File: src/design/updq_pkg.sv
// shared types and constants for the udp port demux queues block
`timescale 1ns / 1ps
package updq_pkg;

  typedef enum logic [2:0] {
    CMD_BIND   = 3'd0,
    CMD_UNBIND = 3'd1,
    CMD_RECV   = 3'd2,
    CMD_UDP    = 3'd3,
    CMD_ICMP   = 3'd4
  } cmd_e;

  typedef enum logic [3:0] {
    ST_OK        = 4'd0,
    ST_IN_USE    = 4'd1,
    ST_FULL_TAB  = 4'd2,
    ST_NO_SOCK   = 4'd3,
    ST_EMPTY     = 4'd4,
    ST_ERROR     = 4'd5,
    ST_MALFORMED = 4'd6,
    ST_QFULL     = 4'd7,
    ST_IGNORED   = 4'd8
  } status_e;

  localparam logic [11:0] MinUdpFrame  = 12'd42;
  localparam logic [11:0] MinIcmpFrame = 12'd70;
  localparam logic [7:0]  VerIhlOk     = 8'h45;
  localparam logic [7:0]  ProtoUdp     = 8'd17;
  localparam logic [7:0]  IcmpUnreach  = 8'd3;
  localparam logic [15:0] UdpHdr       = 16'd8;

  // request as seen by the back part
  typedef struct packed {
    logic [2:0]  command;
    logic [15:0] port;
    logic        malformed;
    logic        icmp_unreach;
    logic [31:0] ip_saddr;
    logic [15:0] udp_sport;
    logic [15:0] plen;
    logic [15:0] max_len;
    logic [11:0] handle;
  } req_t;

  typedef struct packed {
    logic [3:0]  status;
    logic [15:0] payload_len;
    logic [31:0] ip_saddr;
    logic [15:0] udp_sport;
    logic [11:0] handle;
    logic        free_handle;
  } rsp_t;

endpackage

File: src/design/updq_front.sv
// front part: classifies incoming requests into a two entry queue
`timescale 1ns / 1ps
module updq_front #(
  parameter int HandleBits = 12
) (
  input  logic           clk_i,
  input  logic           rst_ni,
  input  logic           valid_i,
  output logic           ready_o,
  input  logic [2:0]     command_i,
  input  logic [15:0]    port_i,
  input  logic [11:0]    frame_len_i,
  input  logic [7:0]     ip_ver_ihl_i,
  input  logic [7:0]     ip_proto_i,
  input  logic [7:0]     icmp_type_i,
  input  logic [31:0]    src_addr_i,
  input  logic [15:0]    src_udp_port_i,
  input  logic [15:0]    udp_length_i,
  input  logic [15:0]    max_len_i,
  input  logic [11:0]    frame_handle_i,
  output logic           req_valid_o,
  input  logic           req_ready_i,
  output updq_pkg::req_t req_o
);
  import updq_pkg::*;

  req_t       ent_q [2];
  logic       wp_q, rp_q;
  logic [1:0] cnt_q;
  req_t       nr;
  logic       push, pop;
  logic [11:0] hmask;

  assign hmask = 12'((64'd1 << HandleBits) - 64'd1);

  always_comb begin
    nr.command   = command_i;
    nr.port      = port_i;
    nr.malformed = 1'b0;
    if (command_i == CMD_UDP)
      nr.malformed = (frame_len_i < MinUdpFrame) || (ip_ver_ihl_i != VerIhlOk) ||
                     (ip_proto_i != ProtoUdp);
    else if (command_i == CMD_ICMP)
      nr.malformed = frame_len_i < MinIcmpFrame;
    nr.icmp_unreach = icmp_type_i == IcmpUnreach;
    nr.ip_saddr  = src_addr_i;
    nr.udp_sport = src_udp_port_i;
    nr.plen      = (udp_length_i >= UdpHdr) ? udp_length_i - UdpHdr : 16'd0;
    nr.max_len   = max_len_i;
    nr.handle    = frame_handle_i & hmask;
  end

  assign ready_o     = cnt_q != 2'd2;
  assign push        = valid_i && ready_o;
  assign req_valid_o = cnt_q != 2'd0;
  assign pop         = req_valid_o && req_ready_i;
  assign req_o       = ent_q[rp_q];

  always_ff @(posedge clk_i) begin
    if (push) ent_q[wp_q] <= nr;
  end

  always_ff @(posedge clk_i or negedge rst_ni) begin
    if (!rst_ni) begin
      wp_q <= 1'b0; rp_q <= 1'b0; cnt_q <= 2'd0;
    end else begin
      if (push) wp_q <= ~wp_q;
      if (pop) rp_q <= ~rp_q;
      cnt_q <= cnt_q + {1'b0, push} - {1'b0, pop};
    end
  end
endmodule

File: config.mk
export PLATFORM = sky130hd
export DESIGN_NAME = updq_front
export DESIGN_NICKNAME = d
export VERILOG_FILES = /design/src/design/updq_pkg.sv /design/src/design/updq_front.sv
export SDC_FILE = /design/constraint.sdc
export NUM_CORES = 1
export LEC_CHECK = 0
export ABC_CLOCK_PERIOD_IN_PS = 15990
export BUFFER_PORTS_ARGS = -buffer_cell sky130_fd_sc_hd__buf_2
export CORE_MARGIN = 10
export CORE_UTILIZATION = 35
export CTS_CLUSTER_DIAMETER = 60
export CTS_CLUSTER_SIZE = 12
export DETAILED_ROUTE_END_ITERATION = 6
export PLACE_DENSITY = 0.65
export SLEW_MARGIN = 20
export SYNTH_ARGS = -nofsm -noshare
export SYNTH_HDL_FRONTEND = slang
export SYNTH_SLANG_ARGS = --single-unit
File: constraint.sdc
create_clock -name clk_i -period 15.99 [get_ports clk_i]
set_input_delay 3.198 -clock clk_i [delete_from_list [all_inputs] [get_ports clk_i]]
set_output_delay 3.198 -clock clk_i [all_outputs]
set_load 0.02 [all_outputs]
After elaboration in Yosys (flattened, before gate mapping)
Memories as Yosys holds them, arrays and structs flattened. Index checks and enable logic that the tools add are counted.

Flip-flop bits (word level): 4. Memory bits (writable): 226. Bits of input ports: 151. Output and inout bits: 115. Word-level logic and storage cells: 28. Memories kept: 1.

Add/sub/neg operators: 3. Order comparisons: 3. Equality and inequality tests: 6. Muxes and demuxes: 5. Bitwise operators: 2. Reductions and logical operators: 5.

Memories: ent_q (depth 2, bits a word 113, read ports 1, clocked after Yosys merged registers in 0, wr ports 1, line updq_front.sv:27) `req_t ent_q [2];`.

Operators with widths (number): $ge 16x4->1 const B (1); $mux 16 (1); $sub 16x4->16 const B (1); $lt 12x6->1 const B (1); $lt 12x7->1 const B (1); $eq 8x2->1 const B (1); $ne 8x5->1 const B (1); $ne 8x7->1 const B (1); $mux 1 (4); $eq 3x2->1 const B (1); $eq 3x3->1 const B (1); $add 2x1->2 (1); $logic_and 1x1->1 (2); $logic_or 1x1->1 (2); $ne 2x2->1 const B (1); $not 1->1 (2); $reduce_bool 2->1 (1); $sub 2x1->2 (1).

Logic depth before layout (Yosys ltp)
Depth after elaboration: 4. Mapped depth: 7. Depth with buffers taken out: 7.

Worst setup path after synthesis
Ideal clock, no wire load.

Path kind: input -> register. Start point: input valid_i. End point: memory ent_q[0][0] (netlist name), enable pin. Setup time: 586 ps. Arrival: 7999 ps. Required time: 15404 ps. Setup slack: 7405 ps. Cell stages on the path: 2. Buffers on the path: 0. Path through: nand2_1 > nor2_1.

Cells in the longest elaborated chain, start to end: 3.

Ends and longest elaborated chain: from (decl) (line updq_front.sv:8) `input logic valid_i,`; $logic_and 1x1->1 (line updq_front.sv:54) `assign push = valid_i && ready_o;`; $mux 1 (line updq_front.sv:60) `if (push) ent_q[wp_q] <= nr;`; $mux 1 (not written as such) (line updq_front.sv:60); to (decl) (line updq_front.sv:27).

No other way between the ends.

==> impl_metrics.tcl <==
set metrics [dict create \
    wl_per_cell_um 18.8 \
    end_kind "primary output" \
    hp-class "reg2reg" \
    internal_power_mw 1.38 \
    grt_use_met3_pct 3.76 \
    clk_pin_slew_ns 0.06 \
    total_power_mw 2.05 \
    ys_seq_elements 230 \
    nNetsFinal 876 \
    worstPathArrival_ns 2.83 \
    clock_power_share_pct 25.1 \
    final_cell_mix "buf_2 (264), edfxtp_1 (226), mux2_2 (113)" \
    grt_first_pass_wirelength_mm 29.8 \
    r2r-start "cnt_q[1]" \
    cts_hold_buffers 0 \
    io_buffers 264 \
    period_needed_ns 6.02 \
    path_max_fanout 60 \
    root_buffer "clkbuf_16" \
    drt_iter0_drc 223 \
    busiest_layer "met2" \
    clk_path_buf_depth 3 \
    synth-main-ff-cell "edfxtp_1" \
    syn_to_final_growth_pct 27.7 \
    grt.overflow.total 0 \
    syn_nets 596 \
    power.density_nw_per_um2 182 \
    grt_usage_pct 11.9 \
    die-width_um 179 \
    antenna_found_initial 3 \
    synth_area_um2 8800 \
    routed_via_density 4.58 \
    setup_violations 0 \
    grt_max_degree 62 \
    drc 0 \
    final_common_cell "buf_2" \
    numCtsBuffers 24 \
    finalHoldViolCount 0 \
    cap_violations 0 \
    placed_area_um2 10500 \
    p_switching_mw 0.668 \
    ant_nets 0 \
    grt_use_met2_pct 20.8 \
    core.rowCount 57 \
    synth_cell_types 41 \
    clock_latency_ns 0.50 \
    ir_drop_mv 0.0776 \
    startpoint "rp_q" \
    slew_violations 0 \
    start_kind "register" \
    synthesis.instances 442 \
    use_met1_pct 13.6 \
    synth-edff-count 226 \
    crit_required_ns 12.79 \
    postSynthAreaPerCell_um2 19.9 \
    tns_ns 0 \
    globalplace.congestion 0.730 \
    drive_gt1_share_pct 56.6 \
    p_leak_nw 4.20 \
    seqPwrFrac_pct 43.0 \
    synthArstFlopShare_pct 1.74 \
    core_um2 24500 \
    design_area_um2 11200 \
    dp_hpwl_mm 14.1 \
    tightest_slew_ns 0.839 \
    grt_setup_unrepaired "false" \
    die_area_um2 31900 \
    first_pass_iters 4 \
    comb_power_share_pct 31.9 \
    cts_sinks 230 \
    clock.fmax_mhz 166 \
    wl_mm 20.0 \
    grt_pass1_vias 5207 \
    num_vias 4882 \
    cts_tree "built" \
    cts-htree-levels 1 \
    relSlewSlack_pct 44.1 \
    finalCritPeriodShare_pct 37.7 \
    initial_core_util_pct 35.9 \
    yosysWarnings 0 \
    yosysSeqAreaShare_pct 78.3 \
    swShare_pct 32.7 \
    hp-start "cnt_q[1]" \
    fin_skew_ns 0.0153 \
    ios 266 \
    outcome "finished, final reports clean" \
    cts_resized 0 \
    post_cts_buffers 0 \
    path_class "reg2out" \
    die_h_um 179 \
]
## metal layers
layer | wire, um | up-vias
li1 | - | 2308
met1 | 7790 | 2360
met2 | 10100 | 177
met3 | 1570 | 35
met4 | 529 | 2
met5 | 20 | -
## cells by family (layout without fill, tap and decap cells)
kind of cell / Yosys count / after routing / share of synthesized area [%]
multiplexers: 114 / 114 / 14.6
adder cells (fa/ha/maj): 3 / 3 / 0.427
XOR/XNOR: 12 / 12 / 1.19
flip-flops: 230 / 230 / 78.3
AND/OR/NAND/NOR: 55 / 55 / 3.80
AO/OA/AOI/OAI: 9 / 9 / 0.768
buffers and inverters: 19 / 317 / 0.939
other: 0 / 1 / 0
## synthesized netlist by cell type, types with 2 or more instances
cell type,instances,area [um^2]
ha_1,3,37.5
or4_1,3,22.5
buf_2,6,30.0
o21ai_0,2,10.0
xnor2_1,6,52.6
nor2b_1,3,18.8
nor4b_1,5,43.8
clkbuf_1,6,22.5
edfxtp_1,226,6790
inv_1,5,18.8
nor2_1,18,67.6
mux2_2,113,1270
nand2_1,5,18.8
dfrtp_1,4,100
xor2_1,6,52.6
nor4_1,2,12.5
or3_1,2,12.5
nand4_1,2,12.5
nor3_1,3,15.0
## worst max-delay path, stage by stage, from the launching register on
cell     delay (ns)
dfrtp_4        0.89
buf_4          0.75
mux2_2         0.43
buf_2          0.17
## flip-flops by register name, indices dropped and copies added (netlist names)
signal,count
wp_q,1
ent_q,226
cnt_q,2
rp_q,1
## worst paths after layout
kind | endpoint | slack [ns] | depth (start not counted)
min | cnt_q[1] | 0.50 | 1
max in group asynchronous | rp_q | 13.36 | 1
max | req_o[89] | 9.97 | 3
min reg2reg | cnt_q[1] | 0.50 | 1
min in group asynchronous | rp_q | 2.49 | 1
max reg2reg | ent_q[0][42] | 12.94 | 5
## per-stage QoR
stage          cells  hold slack (ns)  setup WS, ns  utilization (%)
2_1_floorplan    442            0.460          7.40                -
3_3_place_gp    1020            0.481         10.12             42.8
3_5_place_dp    1020            0.484         10.08             42.8
4_1_cts         1064            0.499          9.84             45.8
5_1_grt         1065            0.538          9.75             45.8
6_report        1065            0.501          9.97             45.8
## power groups by stage
| stage | logic, mW | clock network (mW) | registers, mW |
|---|---|---|---|
| 2_1_floorplan | 0.462 | 0 | 0.877 |
| 3_3_place_gp | 0.670 | 0 | 0.888 |
| 3_5_place_dp | 0.670 | 0 | 0.896 |
| 4_1_cts | 0.672 | 0.532 | 0.884 |
| 5_1_grt | 0.703 | 0.557 | 0.897 |
| 6_report | 0.652 | 0.514 | 0.880 |
## final cells by class
class	count	area [um^2]
inverters	5	18.8
fillers	2222	13300
clock inverters	2	18.8
diodes	1	2.50
clock buffers	42	709
multi-input cells	193	1840
repair buffers	268	1350
well taps	324	405
flip-flops and latches	230	6890
Power figures use the tool's default switching activity.
